$ cat src/design/observer_state_feedback_servo_defines.svh
// Assertion macros for the observer state-feedback servo.
// No dependencies; included by files that carry concurrent assertions.
`ifndef OBSERVER_STATE_FEEDBACK_SERVO_DEFINES_SVH
`define OBSERVER_STATE_FEEDBACK_SERVO_DEFINES_SVH

// ante implies cons in the same cycle
`define OSFS_ASSERT_IMPLIES(label, clk, rst_n, ante, cons, msg) \
    label: assert property (@(posedge clk) disable iff (!rst_n) (ante) |-> (cons)) \
        else $error(msg);

// ante implies cons in the next cycle
`define OSFS_ASSERT_NEXT(label, clk, rst_n, ante, cons, msg) \
    label: assert property (@(posedge clk) disable iff (!rst_n) (ante) |=> (cons)) \
        else $error(msg);

// bad never holds
`define OSFS_ASSERT_NEVER(label, clk, rst_n, bad, msg) \
    label: assert property (@(posedge clk) disable iff (!rst_n) !(bad)) \
        else $error(msg);

`endif

$ cat src/design/osfs_pkg.sv
// Shared widths, gains, codes and helper functions for the servo.
// No dependencies; used by every module of the servo.
package osfs_pkg;

    localparam int FRACTION_BITS_DEF = 13;

    localparam int POS_W    = 10;
    localparam int REF_W    = 11;
    localparam int TPS_W    = 8;
    localparam int DRIVE_W  = 10;
    localparam int STATE_W  = 16;
    localparam int OPND_W   = 17;
    localparam int CONST_W  = 15;
    localparam int ACC_W    = 34;
    localparam int CNT_W    = $clog2(OPND_W + 1);

    localparam int IN_TDATA_W  = 16;
    localparam int OUT_TDATA_W = 24;
    localparam int CFG_IDX_W   = 2;
    localparam int CFG_DATA_W  = 11;

    localparam logic [CONST_W-1:0] GAIN_REF = 15'd14607;
    localparam logic [CONST_W-1:0] GAIN_X1  = 15'd26950;
    localparam logic [CONST_W-1:0] GAIN_X2  = 15'd14607;
    localparam logic [CONST_W-1:0] PHI_11   = 15'd8143;
    localparam logic [CONST_W-1:0] PHI_21   = 15'd2042;
    localparam logic [CONST_W-1:0] PHI_22   = 15'd8192;
    localparam logic [CONST_W-1:0] GAM_1    = 15'd919;
    localparam logic [CONST_W-1:0] GAM_2    = 15'd115;
    localparam logic [CONST_W-1:0] OBS_L1   = 15'd16680;
    localparam logic [CONST_W-1:0] OBS_L2   = 15'd10191;
    localparam logic [CONST_W-1:0] OBS_L3   = 15'd26293;

    localparam logic signed [STATE_W-1:0] DRIVE_MAX = 16'sd511;
    localparam logic signed [STATE_W-1:0] DRIVE_MIN = -16'sd512;
    localparam logic [DRIVE_W-1:0]        PWM_OFFSET = 10'd512;

    localparam logic [REF_W-1:0] REFERENCE_RST = 11'd255;
    localparam logic [TPS_W-1:0] TPS_RST       = 8'd5;

    typedef enum logic [CFG_IDX_W-1:0] {
        CFG_ENABLE    = 2'd0,
        CFG_REFERENCE = 2'd1,
        CFG_TICKS     = 2'd2
    } cfg_index_t;

    // One serial product per term, in evaluation order.
    typedef enum logic [3:0] {
        TERM_REF,
        TERM_X1,
        TERM_X2,
        TERM_S1_X1,
        TERM_S1_W,
        TERM_S1_E,
        TERM_S2_X1,
        TERM_S2_X2,
        TERM_S2_W,
        TERM_S2_E,
        TERM_V_E
    } term_t;

    typedef enum logic [2:0] {
        SRC_REF,
        SRC_X1,
        SRC_X2,
        SRC_W,
        SRC_E
    } opnd_src_t;

    typedef struct packed {
        logic start;
        logic clear;
    } mac_ctrl_t;

    typedef struct packed {
        logic idle;
        logic result_valid;
    } seq_status_t;

    function automatic logic [CONST_W-1:0] term_coef(input term_t t);
        logic [CONST_W-1:0] c;
        unique case (t)
            TERM_REF:   c = GAIN_REF;
            TERM_X1:    c = GAIN_X1;
            TERM_X2:    c = GAIN_X2;
            TERM_S1_X1: c = PHI_11;
            TERM_S1_W:  c = GAM_1;
            TERM_S1_E:  c = OBS_L1;
            TERM_S2_X1: c = PHI_21;
            TERM_S2_X2: c = PHI_22;
            TERM_S2_W:  c = GAM_2;
            TERM_S2_E:  c = OBS_L2;
            TERM_V_E:   c = OBS_L3;
            default:    c = '0;
        endcase
        return c;
    endfunction

    function automatic opnd_src_t term_src(input term_t t);
        opnd_src_t s;
        unique case (t)
            TERM_REF:                           s = SRC_REF;
            TERM_X1, TERM_S1_X1, TERM_S2_X1:    s = SRC_X1;
            TERM_X2, TERM_S2_X2:                s = SRC_X2;
            TERM_S1_W, TERM_S2_W:               s = SRC_W;
            default:                            s = SRC_E;
        endcase
        return s;
    endfunction

    // Terms that start a fresh sum
    function automatic logic term_clear(input term_t t);
        logic c;
        unique case (t)
            TERM_REF, TERM_X1, TERM_X2,
            TERM_S1_X1, TERM_S2_X1, TERM_V_E: c = 1'b1;
            default:                          c = 1'b0;
        endcase
        return c;
    endfunction

endpackage

$ cat src/design/osfs_serial_mac.sv
// Bit-serial multiply-accumulate: signed operand times unsigned gain,
// one operand bit per cycle, LSB first. Depends on osfs_pkg.
module osfs_serial_mac
    import osfs_pkg::*;
(
    input  logic                      clk,
    input  logic                      rst_n,
    input  mac_ctrl_t                 ctrl,
    input  logic [OPND_W-1:0]         operand,
    input  logic [CONST_W-1:0]        coef,
    output logic signed [ACC_W-1:0]   acc,
    output logic                      done
);

    logic                    busy_reg, busy_next;
    logic                    done_reg, done_next;
    logic [CNT_W-1:0]        cnt_reg, cnt_next;
    logic [ACC_W-1:0]        mcand_reg;
    logic [OPND_W-1:0]       mplier_reg;
    logic signed [ACC_W-1:0] acc_reg, acc_next;
    logic                    last_bit;

    assign last_bit = (cnt_reg == CNT_W'(OPND_W - 1));

    always_comb
    begin
        busy_next = busy_reg;
        done_next = 1'b0;
        cnt_next  = cnt_reg;
        acc_next  = acc_reg;
        if (ctrl.start)
        begin
            busy_next = 1'b1;
            cnt_next  = '0;
            if (ctrl.clear)
            begin
                acc_next = '0;
            end
        end
        else if (busy_reg)
        begin
            cnt_next = cnt_reg + 1'b1;
            // sign bit carries negative weight
            if (mplier_reg[0])
            begin
                acc_next = last_bit ? acc_reg - $signed(mcand_reg)
                                    : acc_reg + $signed(mcand_reg);
            end
            if (last_bit)
            begin
                busy_next = 1'b0;
                done_next = 1'b1;
            end
        end
    end

    always_ff @(posedge clk or negedge rst_n)
    begin
        if (!rst_n)
        begin
            busy_reg <= 1'b0;
            done_reg <= 1'b0;
            cnt_reg  <= '0;
        end
        else
        begin
            busy_reg <= busy_next;
            done_reg <= done_next;
            cnt_reg  <= cnt_next;
        end
    end

    always_ff @(posedge clk)
    begin
        acc_reg <= acc_next;
        if (ctrl.start)
        begin
            mcand_reg  <= {{(ACC_W - CONST_W){1'b0}}, coef};
            mplier_reg <= operand;
        end
        else if (busy_reg)
        begin
            mcand_reg  <= {mcand_reg[ACC_W-2:0], 1'b0};
            mplier_reg <= {1'b0, mplier_reg[OPND_W-1:1]};
        end
    end

    assign acc  = acc_reg;
    assign done = done_reg;

endmodule

$ cat src/design/osfs_step_seq.sv
// Control-step sequencer: walks the eleven gain products through the
// serial MAC, forms the drive and updates observer and integral state.
// Depends on osfs_pkg and osfs_serial_mac.
module osfs_step_seq
    import osfs_pkg::*;
#(
    parameter int FRACTION_BITS = FRACTION_BITS_DEF
)
(
    input  logic                      clk,
    input  logic                      rst_n,
    input  logic                      start,
    input  logic                      ack,
    input  logic signed [REF_W-1:0]   reference,
    input  logic signed [POS_W-1:0]   position,
    output seq_status_t               status,
    output logic signed [DRIVE_W-1:0] drive
);

    typedef enum logic [2:0] {
        S_IDLE,
        S_START,
        S_WAIT,
        S_POST,
        S_DONE
    } seq_state_t;

    seq_state_t                state_reg;
    term_t                     term_reg;
    logic signed [STATE_W-1:0] raw_reg;
    logic signed [DRIVE_W-1:0] u_reg;
    logic signed [OPND_W-1:0]  w_reg;
    logic signed [STATE_W-1:0] e_reg;
    logic signed [STATE_W-1:0] x1_reg;
    logic signed [STATE_W-1:0] x2_reg;
    logic signed [STATE_W-1:0] v_reg;
    logic signed [STATE_W-1:0] x1n_reg;

    mac_ctrl_t                 mac_ctrl;
    logic [OPND_W-1:0]         operand;
    logic signed [ACC_W-1:0]   mac_acc;
    logic                      mac_done;
    logic signed [ACC_W-1:0]   acc_shift;
    logic signed [STATE_W-1:0] asr16;
    logic signed [STATE_W-1:0] raw_fin;
    logic signed [DRIVE_W-1:0] u_clamp;
    logic signed [STATE_W-1:0] pos_ext;

    assign mac_ctrl.start = (state_reg == S_START);
    assign mac_ctrl.clear = term_clear(term_reg);

    always_comb
    begin
        unique case (term_src(term_reg))
            SRC_REF: operand = {{(OPND_W - REF_W){reference[REF_W-1]}}, reference};
            SRC_X1:  operand = {x1_reg[STATE_W-1], x1_reg};
            SRC_X2:  operand = {x2_reg[STATE_W-1], x2_reg};
            SRC_W:   operand = w_reg;
            SRC_E:   operand = {e_reg[STATE_W-1], e_reg};
            default: operand = '0;
        endcase
    end

    osfs_serial_mac u_mac (
        .clk     (clk),
        .rst_n   (rst_n),
        .ctrl    (mac_ctrl),
        .operand (operand),
        .coef    (term_coef(term_reg)),
        .acc     (mac_acc),
        .done    (mac_done)
    );

    // floor shift of the exact sum, then keep 16 bits
    assign acc_shift = mac_acc >>> FRACTION_BITS;
    assign asr16     = acc_shift[STATE_W-1:0];

    assign raw_fin = raw_reg - asr16 - v_reg;
    assign pos_ext = {{(STATE_W - POS_W){position[POS_W-1]}}, position};

    always_comb
    begin
        priority if (raw_fin > DRIVE_MAX)
        begin
            u_clamp = DRIVE_MAX[DRIVE_W-1:0];
        end
        else if (raw_fin < DRIVE_MIN)
        begin
            u_clamp = DRIVE_MIN[DRIVE_W-1:0];
        end
        else
        begin
            u_clamp = raw_fin[DRIVE_W-1:0];
        end
    end

    always_ff @(posedge clk or negedge rst_n)
    begin
        if (!rst_n)
        begin
            state_reg <= S_IDLE;
            term_reg  <= TERM_REF;
            raw_reg   <= '0;
            u_reg     <= '0;
            w_reg     <= '0;
            e_reg     <= '0;
            x1_reg    <= '0;
            x2_reg    <= '0;
            v_reg     <= '0;
            x1n_reg   <= '0;
        end
        else
        begin
            unique case (state_reg)
                S_IDLE:
                begin
                    if (start)
                    begin
                        term_reg  <= TERM_REF;
                        state_reg <= S_START;
                    end
                end
                S_START:
                begin
                    state_reg <= S_WAIT;
                end
                S_WAIT:
                begin
                    if (mac_done)
                    begin
                        state_reg <= S_POST;
                    end
                end
                S_POST:
                begin
                    unique case (term_reg)
                        TERM_REF:
                        begin
                            raw_reg <= asr16;
                        end
                        TERM_X1:
                        begin
                            raw_reg <= raw_reg - asr16;
                        end
                        TERM_X2:
                        begin
                            u_reg <= u_clamp;
                            w_reg <= {v_reg[STATE_W-1], v_reg}
                                   + {{(OPND_W - DRIVE_W){u_clamp[DRIVE_W-1]}}, u_clamp};
                            e_reg <= pos_ext - x2_reg;
                        end
                        TERM_S1_E:
                        begin
                            x1n_reg <= asr16;
                        end
                        TERM_S2_E:
                        begin
                            // old x1 and x2 are no longer needed
                            x1_reg <= x1n_reg;
                            x2_reg <= asr16;
                        end
                        TERM_V_E:
                        begin
                            v_reg <= v_reg + asr16;
                        end
                        default:
                        begin
                        end
                    endcase
                    if (term_reg == TERM_V_E)
                    begin
                        state_reg <= S_DONE;
                    end
                    else
                    begin
                        term_reg  <= term_t'(term_reg + 1'b1);
                        state_reg <= S_START;
                    end
                end
                S_DONE:
                begin
                    if (ack)
                    begin
                        state_reg <= S_IDLE;
                    end
                end
                default:
                begin
                    state_reg <= S_IDLE;
                end
            endcase
        end
    end

    assign status.idle         = (state_reg == S_IDLE);
    assign status.result_valid = (state_reg == S_DONE);
    assign drive               = u_reg;

endmodule

$ cat src/design/observer_state_feedback_servo.sv
// An enabled step runs through the sequencer; a disabled step sets the pending flag. Either
// result enters the output register once the slot frees. Samples are taken one tick per cycle
// while no step is running or waiting; a step holds off new samples until its result is loaded,
// paced by the one serial MAC that forms all eleven gain products one operand bit a cycle.
// Reset (rst_n, async, low): observer, integral and tick count clear; enable 0,
// reference 255, ticks_per_step 5; no transaction pending.
module observer_state_feedback_servo
    import osfs_pkg::*;
#(
    parameter int FRACTION_BITS = FRACTION_BITS_DEF
)
(
    input  logic                    clk,
    input  logic                    rst_n,
    // sample stream
    input  logic                    s_axis_tvalid,
    output logic                    s_axis_tready,
    input  logic [IN_TDATA_W-1:0]   s_axis_tdata,   // [9:0] measured_position, rest zero
    // result stream
    output logic                    m_axis_tvalid,
    input  logic                    m_axis_tready,
    output logic [OUT_TDATA_W-1:0]  m_axis_tdata,   // [9:0] drive, [19:10] pwm_compare
    output logic                    m_axis_tuser,   // [0] running
    // register writes
    input  logic                    cfg_valid,
    output logic                    cfg_ready,
    input  logic [CFG_IDX_W-1:0]    cfg_index,
    input  logic [CFG_DATA_W-1:0]   cfg_data
);

`include "observer_state_feedback_servo_defines.svh"

    // configuration
    logic                      enable_reg;
    logic signed [REF_W-1:0]   reference_reg;
    logic [TPS_W-1:0]          tps_reg;

    // tick divider and sample hold
    logic [TPS_W-1:0]          tick_count_reg;
    logic [TPS_W:0]            tick_next9;
    logic                      step_now;
    logic signed [POS_W-1:0]   pos_reg;

    // disabled step waiting for the output register
    logic                      dis_pend_reg;

    // output register
    logic                      out_valid_reg;
    logic signed [DRIVE_W-1:0] drive_out_reg;
    logic                      running_reg;
    logic [DRIVE_W-1:0]        pwm_out;

    seq_status_t               seq_status;
    logic signed [DRIVE_W-1:0] seq_drive;
    logic                      seq_start;
    logic                      seq_ack;
    logic                      in_accept;
    logic                      result_ready;
    logic                      slot_free;
    logic                      out_load;

    assign cfg_ready     = 1'b1;
    assign s_axis_tready = seq_status.idle && !dis_pend_reg;
    assign in_accept     = s_axis_tvalid && s_axis_tready;

    // Step when count+1 reaches the period; a period of zero steps every tick.
    assign tick_next9 = {1'b0, tick_count_reg} + 1'b1;
    assign step_now   = (tick_next9 >= {1'b0, tps_reg});
    assign seq_start  = in_accept && step_now && enable_reg;

    // The output register is parted from the sequencer: a result waits
    // in the sequencer (or as the pending flag) until the slot frees.
    assign result_ready = seq_status.result_valid || dis_pend_reg;
    assign slot_free    = !out_valid_reg || m_axis_tready;
    assign out_load     = result_ready && slot_free;
    assign seq_ack      = out_load && seq_status.result_valid;

    always_ff @(posedge clk or negedge rst_n)
    begin
        if (!rst_n)
        begin
            enable_reg    <= 1'b0;
            reference_reg <= REFERENCE_RST;
            tps_reg       <= TPS_RST;
        end
        else if (cfg_valid && cfg_ready)
        begin
            unique case (cfg_index)
                CFG_ENABLE:    enable_reg    <= cfg_data[0];
                CFG_REFERENCE: reference_reg <= cfg_data;
                CFG_TICKS:     tps_reg       <= cfg_data[TPS_W-1:0];
                default:
                begin
                end
            endcase
        end
    end

    always_ff @(posedge clk or negedge rst_n)
    begin
        if (!rst_n)
        begin
            tick_count_reg <= '0;
            dis_pend_reg   <= 1'b0;
            out_valid_reg  <= 1'b0;
            running_reg    <= 1'b0;
        end
        else
        begin
            if (in_accept)
            begin
                tick_count_reg <= step_now ? '0 : tick_next9[TPS_W-1:0];
            end

            if (in_accept && step_now && !enable_reg)
            begin
                dis_pend_reg <= 1'b1;
            end
            else if (out_load)
            begin
                dis_pend_reg <= 1'b0;
            end

            if (out_load)
            begin
                out_valid_reg <= 1'b1;
                running_reg   <= !dis_pend_reg;
            end
            else if (m_axis_tready)
            begin
                out_valid_reg <= 1'b0;
            end
        end
    end

    always_ff @(posedge clk)
    begin
        if (in_accept)
        begin
            pos_reg <= s_axis_tdata[POS_W-1:0];
        end
        if (out_load)
        begin
            drive_out_reg <= dis_pend_reg ? '0 : seq_drive;
        end
    end

    osfs_step_seq #(
        .FRACTION_BITS (FRACTION_BITS)
    ) u_seq (
        .clk       (clk),
        .rst_n     (rst_n),
        .start     (seq_start),
        .ack       (seq_ack),
        .reference (reference_reg),
        .position  (pos_reg),
        .status    (seq_status),
        .drive     (seq_drive)
    );

    assign pwm_out       = drive_out_reg + PWM_OFFSET;
    assign m_axis_tvalid = out_valid_reg;
    assign m_axis_tdata  = {{(OUT_TDATA_W - 2 * DRIVE_W){1'b0}}, pwm_out, drive_out_reg};
    assign m_axis_tuser  = running_reg;

    `OSFS_ASSERT_NEVER(a_pend_while_busy, clk, rst_n,
        dis_pend_reg && !seq_status.idle, "disabled step pending while sequencer busy")
    `OSFS_ASSERT_NEXT(a_start_busy, clk, rst_n, seq_start,
        !seq_status.idle && !dis_pend_reg, "enabled step did not start the sequencer")
    `OSFS_ASSERT_NEXT(a_dis_no_seq, clk, rst_n, in_accept && step_now && !enable_reg,
        seq_status.idle && dis_pend_reg, "disabled step started the sequencer")
    `OSFS_ASSERT_IMPLIES(a_idle_drive, clk, rst_n, m_axis_tvalid && !m_axis_tuser,
        drive_out_reg == '0, "disabled result with nonzero drive")

endmodule

$ cat config.mk
export PLATFORM = sky130hd
export DESIGN_NAME = observer_state_feedback_servo
export DESIGN_NICKNAME = d
export VERILOG_FILES = /design/src/design/osfs_pkg.sv /design/src/design/osfs_serial_mac.sv /design/src/design/osfs_step_seq.sv /design/src/design/observer_state_feedback_servo.sv
export VERILOG_INCLUDE_DIRS = /design/src /design/src/design
export SDC_FILE = /design/constraint.sdc
export NUM_CORES = 1
export LEC_CHECK = 0
export ABC_AREA = 1
export BUFFER_PORTS_ARGS = -buffer_cell sky130_fd_sc_hd__buf_2
export CORE_ASPECT_RATIO = 1.1
export CORE_MARGIN = 10
export CORE_UTILIZATION = 57
export DETAILED_ROUTE_END_ITERATION = 16
export GPL_TIMING_DRIVEN = 0
export HOLD_SLACK_MARGIN = 0.03
export PLACE_DENSITY = 0.79
export SLEW_MARGIN = 40
export SYNTH_ARGS = -nofsm -noshare
export SYNTH_HDL_FRONTEND = slang
export SYNTH_SLANG_ARGS = --single-unit
$ cat constraint.sdc
create_clock -name clk -period 5.1 [get_ports clk]
set_input_delay 0.255 -clock clk [delete_from_list [all_inputs] [get_ports clk]]
set_output_delay 0.255 -clock clk [all_outputs]
set_load 0.005 [all_outputs]
# ---- Word-level counts from Yosys, hierarchy flattened
# Memories as Yosys holds them, arrays and structs flattened.
# Cells that the tools add are included.
dict set report classes {
  add_sub_neg 11
  n_lt_le_gt_ge 3
  eq_ne 23
  muxes 35
  n_reduce_logical 34
}
# operator count
set op_table {}
lappend op_table {{34-bit 2-to-1 mux} 5}
lappend op_table {{17-bit one-hot mux with 5 select lines} 1}
lappend op_table {{34-bit adder} 1}
lappend op_table {{17-bit 2-to-1 mux} 2}
lappend op_table {{34-bit subtractor} 1}
lappend op_table {{16-bit one-hot mux with 2 select lines} 1}
lappend op_table {{16-bit subtractor} 2}
lappend op_table {{15-bit 2-to-1 mux} 2}
lappend op_table {{10-bit 2-to-1 mux} 2}
lappend op_table {{16-bit by 10-bit adder with 17-bit output} 1}
lappend op_table {{16-bit adder} 1}
lappend op_table {{16-bit by 10-bit greater-than comparator with 1-bit output (second input constant)} 1}
lappend op_table {{16-bit by 10-bit < comparator with 1-bit output (second input constant)} 1}
lappend op_table {{2-bit AND reduction} 8}
lappend op_table {{10-bit by 16-bit subtractor with 16-bit output} 1}
lappend op_table {{3-bit one-hot mux with 5 select lines} 1}
lappend op_table {{3-bit by 2-bit == test with 1-bit output (second input constant)} 4}
lappend op_table {{3-bit 2-to-1 mux} 4}
lappend op_table {{2-bit nonzero test} 6}
lappend op_table {{1-bit 2-to-1 mux} 11}
lappend op_table {{10-bit adder (second input constant)} 1}
lappend op_table {{5-bit 2-to-1 mux} 2}
lappend op_table {{8-bit by 1-bit adder with 9-bit output (second input constant)} 1}
lappend op_table {{9-bit by 8-bit >= comparator with 1-bit output} 1}
lappend op_table {{other kinds (24)} 45}
dict set report word_totals {
  reg_bits 273
  rom_bits 288
  inputBits 34
  output_inout_bits 28
  n_memories 2
}
# name words word_bits rd rd_ports_with_merged_regs wr line_no
set memory_table {}
lappend memory_table {{(name not given)} 16 15 1 0 0 osfs_pkg.sv:82} ;# unique case (t)
lappend memory_table {{(name not given)} 16 3 1 0 0 osfs_pkg.sv:101} ;# unique case (t)

# ---- Depth between registers and ports, before layout
dict set report logic_depth {
  word_depth 7
  depth_mapped 37
  mapped_depth_nobuf 37
}

# ---- Cells and area by module
# From an unflattened synthesis, not the netlist that was laid out.
dict set report hier_totals {
  hier_cells 2545
  area_unflattened_um2 19134.6
}
# mod instances cells_per_inst area_per_inst_um2
set by_module_without_submodules {}
lappend by_module_without_submodules {osfs_step_seq 1 1356 10014.6}
lappend by_module_without_submodules {osfs_serial_mac 1 951 6752.7}
lappend by_module_without_submodules {observer_state_feedback_servo 1 238 2367.3}

# ---- Least setup slack after synthesis
# OpenSTA, ideal clock, no wires.
dict set report synth_timing {
  path_type {register to register}
  from {reg u_seq.u_mac.acc_reg[13] (netlist: u_seq.u_mac.acc[13])}
  to {reg u_seq.w_reg[11]}
  arrival_ps 4653
  setup_slack_ps 330
  path_stages_with_launch 29
  n_path_buf 0
  synth_period_minus_slack_ps 4770
  cell_sequence {edfxtp_1 ha_1 fa_1 nand3b_1 nand2_1 a21oi_1 nor2_1 nor2_1 xnor2_1 ha_1 a21oi_2 a21boi_2 nand3_1 a21boi_0 nand3_2 nand2_4 inv_4 nand2_8 nand2_2 ha_1 nand3_1 nand3_1 a21oi_1 o21ai_1 a21boi_0 o21ai_0 or2_1 nand3_1 nand2_1}
}
dict set report synth_between {
  elab_chain_cells 6
  elab_cells_between_ends 7
}
# element line_no
set synth_lines {}
lappend synth_lines {{start: declaration} osfs_serial_mac.sv:20} ;# logic signed [ACC_W-1:0] acc_reg, acc_next;
lappend synth_lines {{start signal: assignment} osfs_serial_mac.sv:75} ;# acc_reg <= acc_next;
lappend synth_lines {{16-bit subtractor * (2 in series)} osfs_step_seq.sv:78} ;# assign raw_fin = raw_reg - asr16 - v_reg;
lappend synth_lines {{16-bit by 10-bit < comparator with 1-bit output} osfs_step_seq.sv:87} ;# else if (raw_fin < DRIVE_MIN)
lappend synth_lines {{10-bit 2-to-1 mux} osfs_step_seq.sv:87}
lappend synth_lines {{10-bit 2-to-1 mux *} osfs_step_seq.sv:83} ;# priority if (raw_fin > DRIVE_MAX)
lappend synth_lines {{named net u_seq.u_clamp[9]} osfs_step_seq.sv:46} ;# logic signed [DRIVE_W-1:0] u_clamp;
lappend synth_lines {{16-bit by 10-bit adder with 17-bit output *} osfs_step_seq.sv:149} ;# + {{(OPND_W - DRIVE_W){u_clamp[DRIVE_W-1]}}, u_clamp};
lappend synth_lines {{end signal: assignment} osfs_step_seq.sv:148} ;# w_reg <= {v_reg[STATE_W-1], v_reg}
lappend synth_lines {{end: declaration} osfs_step_seq.sv:32} ;# logic signed [OPND_W-1:0] w_reg;
# Mark *: on every way through the listed nets, which the timed path passes. The rest lies on a longest branch.
# A chain may end at the register's enable or synchronous reset.

# ---- Worst setup path after layout
# Ends and elaborated chain as after synthesis.

==> out/qor.csv <==
stage,metric,value,unit
status,status,"finished, violations left",
status,failed_checks,negative setup slack,
grt,grt_pass1_wl,78400,microns
sta,final-setup-viol-count,2,
yosys,synth_area,17500,sq um
sta,worstMarginPinSlew,0.781,ns
critical_path,path_common_cell,nand3_2,
routing,drtAntennaViolNets,0,
sta,hold_viol,0,
cts,insertion_delay,0.57,ns
critical_path,worstSetupStartpointType,register,
floorplanning,start_util,57.6,%
run,cap_violations,0,
floorplanning,die_h,204,microns
yosys,async_flop_share,63.9,%
critical_path,endpoint_kind,register,
layout,syn2layout_area_growth,15.9,%
layout,design_area,20300,sq um
routing,drt_pass1_iterations,6,
critical_path,worstPathMaxFanout,5,
yosys,synth_area_leaders,"dfrtp_1, edfxtp_1, nand2_1",
critical_path,cp_data_required_time,5.54,ns
yosys,avgSynthCellArea,7.83,sq um
yosys,synth_cell_types,61,
yosys,synth_edf_count,81,
sta,relSlewSlack,47.5,%
placement,portBuffers,50,
routing,drt_iter0_markers,1399,
layout,drive_gt1_share,14.0,%
yosys,synth_warnings,0,
layout,antenna_cells,0,
cts,cts_tree,done,
critical_path,path_delay_family,simple AND/OR/NAND/NOR gates,
cts,path_clk_slew,0.06,ns
placement,hpwl,36700,microns
grt,overflow,0,
critical_path,max_stage_delay,0.51,ns
yosys,ys_ff_latch,263,
sta,min_period,5.11,ns
sta,final_max_slew_viol_count,0,
layout,nets,2544,
floorplanning,die-area,38100,sq um
placement,gp_congestion,0.944,
floorplanning,core.rowCount,67,
sta,clock.fmax,196,MHz
grt,grt_pass1_vias,15338,
critical_path,crit_type,reg2reg,
grt,antenna_found_initial,0,
critical_path,crit_buf_inv,1,
cts,clock_sinks,263,
yosys,yosysTopAreaCell,dfrtp_1,
hold_path,min_path_type,in2reg,
yosys,synth.yosys.seq_area_share,39.6,%
floorplanning,dieWidth,187,microns
routing,vias_per_cell,5.66,
sta,finalCritPeriodShare,100,%
sta,layout_setup_ws,-0.0131,ns
sta,clock_skew,0.0265,ns
floorplanning,core,30300,sq um
routing,drc,0,
placement,preCtsSetupSlack,-0.705,ns
grt,grt_max_degree,73,
cts,cts.path.max_buffers,3,
cts,cts-root-buf,clkbuf_16,
routing,wire_per_inst,17.6,microns
routing,vias,15932,
floorplanning,io_pins,62,
yosys,synthCells,2233,
sta,rsz0062_at_grt,true,
yosys,yosys.area.top_type_share,22.6,%
yosys,synthFlopType,dfrtp_1,
routing,totalWireLength,49600,microns
placement,place_area,18400,sq um
cts,numCtsBuffers,28,
critical_path,cp.arrival,5.56,ns
cts,htree_levels,1,
grt,grt_usage,24.9,%
critical_path,crit_slowest_cell,edfxtp_1,
-- through the flow --
step / instances / TNS (ns) / hold WS (ns) / utilization (%)
floorplan: 2236 / 0 / -0.0406 / -
global placement: 2700 / -2.55 / 0.433 / 60.2
detailed placement: 2703 / -3.27 / 0.138 / 60.5
CTS: 2799 / 0 / 0.110 / 65.2
global route: 2814 / -1.54 / 0.157 / 66.8
finish: 2814 / -0.0261 / 0.124 / 66.8
-- cell type report --
| class | instances | area [sq um] |
|---|---|---|
| Fill cell | 2491 | 10100 |
| Multi-Input combinational cell | 1604 | 9530 |
| Sequential cell | 263 | 6930 |
| Inverter | 304 | 1150 |
| Timing Repair Buffer | 110 | 840 |
| Clock buffer | 35 | 778 |
| Tap cell | 414 | 518 |
| Buffer | 67 | 353 |
| Clock inverter | 17 | 163 |
-- repair_timing --
action                                 4_1_cts  5_1_grt
endpoints found under the hold margin      132        0
setup endpoints to repair                   12       13
buffers inserted                            17       14
gates resized for setup                     27       80
pin swaps                                   13       34
cloned                                       1        1
hold buffers                                26        0
-- logic make-up (layout without fill, tap and decap cells) --
| logic type | after synthesis | in the layout | share of synthesized area (%) |
|---|---|---|---|
| adder cells (fa/ha/maj) | 132 | 132 | 9.71 |
| buffers and inverters | 371 | 533 | 8.56 |
| multiplexers | 19 | 19 | 1.22 |
| XOR/XNOR | 76 | 76 | 3.81 |
| other | 2 | 5 | 0.0430 |
| AND/OR/NAND/NOR | 883 | 885 | 21.6 |
| AO/OA/AOI/OAI | 487 | 487 | 15.4 |
| flip-flops | 263 | 263 | 39.6 |
-- layout by cell type, fill, tap and decap left out, drive strengths merged, types with 11 or more instances in the layout --
cell type and count:
xor2 53, clkbuf 66, dfxtp 14, dlygate4sd3 26, edfxtp 81, a21oi 153, o22ai 11, nor2 161
nand4 29, dfrtp 158, o21ai 238, nand2 548, nor3 19, clkinv 17, nand3 102, xnor2 23
a21o 12, ha 126, inv 302, mux2 19, buf 120
-- synthesized netlist by cell type (3+ instances only) --
cell type  count
a211oi_1       6
a21boi_0       5
a21o_1        12
a21oi_1      148
a21oi_2        5
a22o_1         6
a22oi_1        7
a2bb2oi_1      3
a31oi_1       10
buf_2         15
buf_4         18
clkbuf_1      31
clkinv_1       3
dfrtp_1      158
dfstp_2       10
dfxtp_1       14
edfxtp_1      81
fa_1           6
ha_1         126
inv_1        296
inv_2          4
mux2_2        19
nand2_1      524
nand2_2       19
nand3_1       97
nand3_2        5
nand3b_1       7
nand4_1       29
nor2_1       151
nor2_2         8
nor3_1        16
nor3b_1        3
nor4_1         5
o211ai_1      10
o21a_1         7
o21ai_0      224
o21ai_1       14
o21bai_1       5
o22ai_1       11
o31ai_1        6
or2_2          9
xnor2_1       23
xor2_1        53
-- tightest hold or removal path, stage by stage --
cell and delay, ns:
buf_2 0.08, nand2_1 0.13, nand2_1 0.09, o21ai_0 0.09
-- final timing paths --
check	end	start	cells after the start	slack (ns)
worst max-delay path	u_seq.w_reg[11]	u_seq.u_mac.acc[13]	29	-0.01
worst min-delay path	tick_count_reg[7]	s_axis_tvalid	4	0.12
worst max register to register	u_seq.w_reg[11]	u_seq.u_mac.acc[13]	29	-0.01
worst min register to register	u_seq.drive[8]	u_seq.drive[8]	2	0.48
max in group asynchronous	u_seq.v_reg[11]	rst_n	4	3.94
min in group asynchronous	tps_reg[1]	rst_n	2	0.14
-- routing by layer --
| layer | track usage [%] | up-vias | part of all wire (%) |
|---|---|---|---|
| met5 | 0 | - | 0 |
| met4 | 9.22 | 0 | 3.4 |
| met3 | 2.46 | 97 | 6.1 |
| met2 | 42.5 | 556 | 48 |
| met1 | 32.2 | 7589 | 43 |
| li1 | - | 7690 | - |
Power is not shown: default switching activity piles up to over one toggle a cycle in this logic, so the estimate is an artifact.
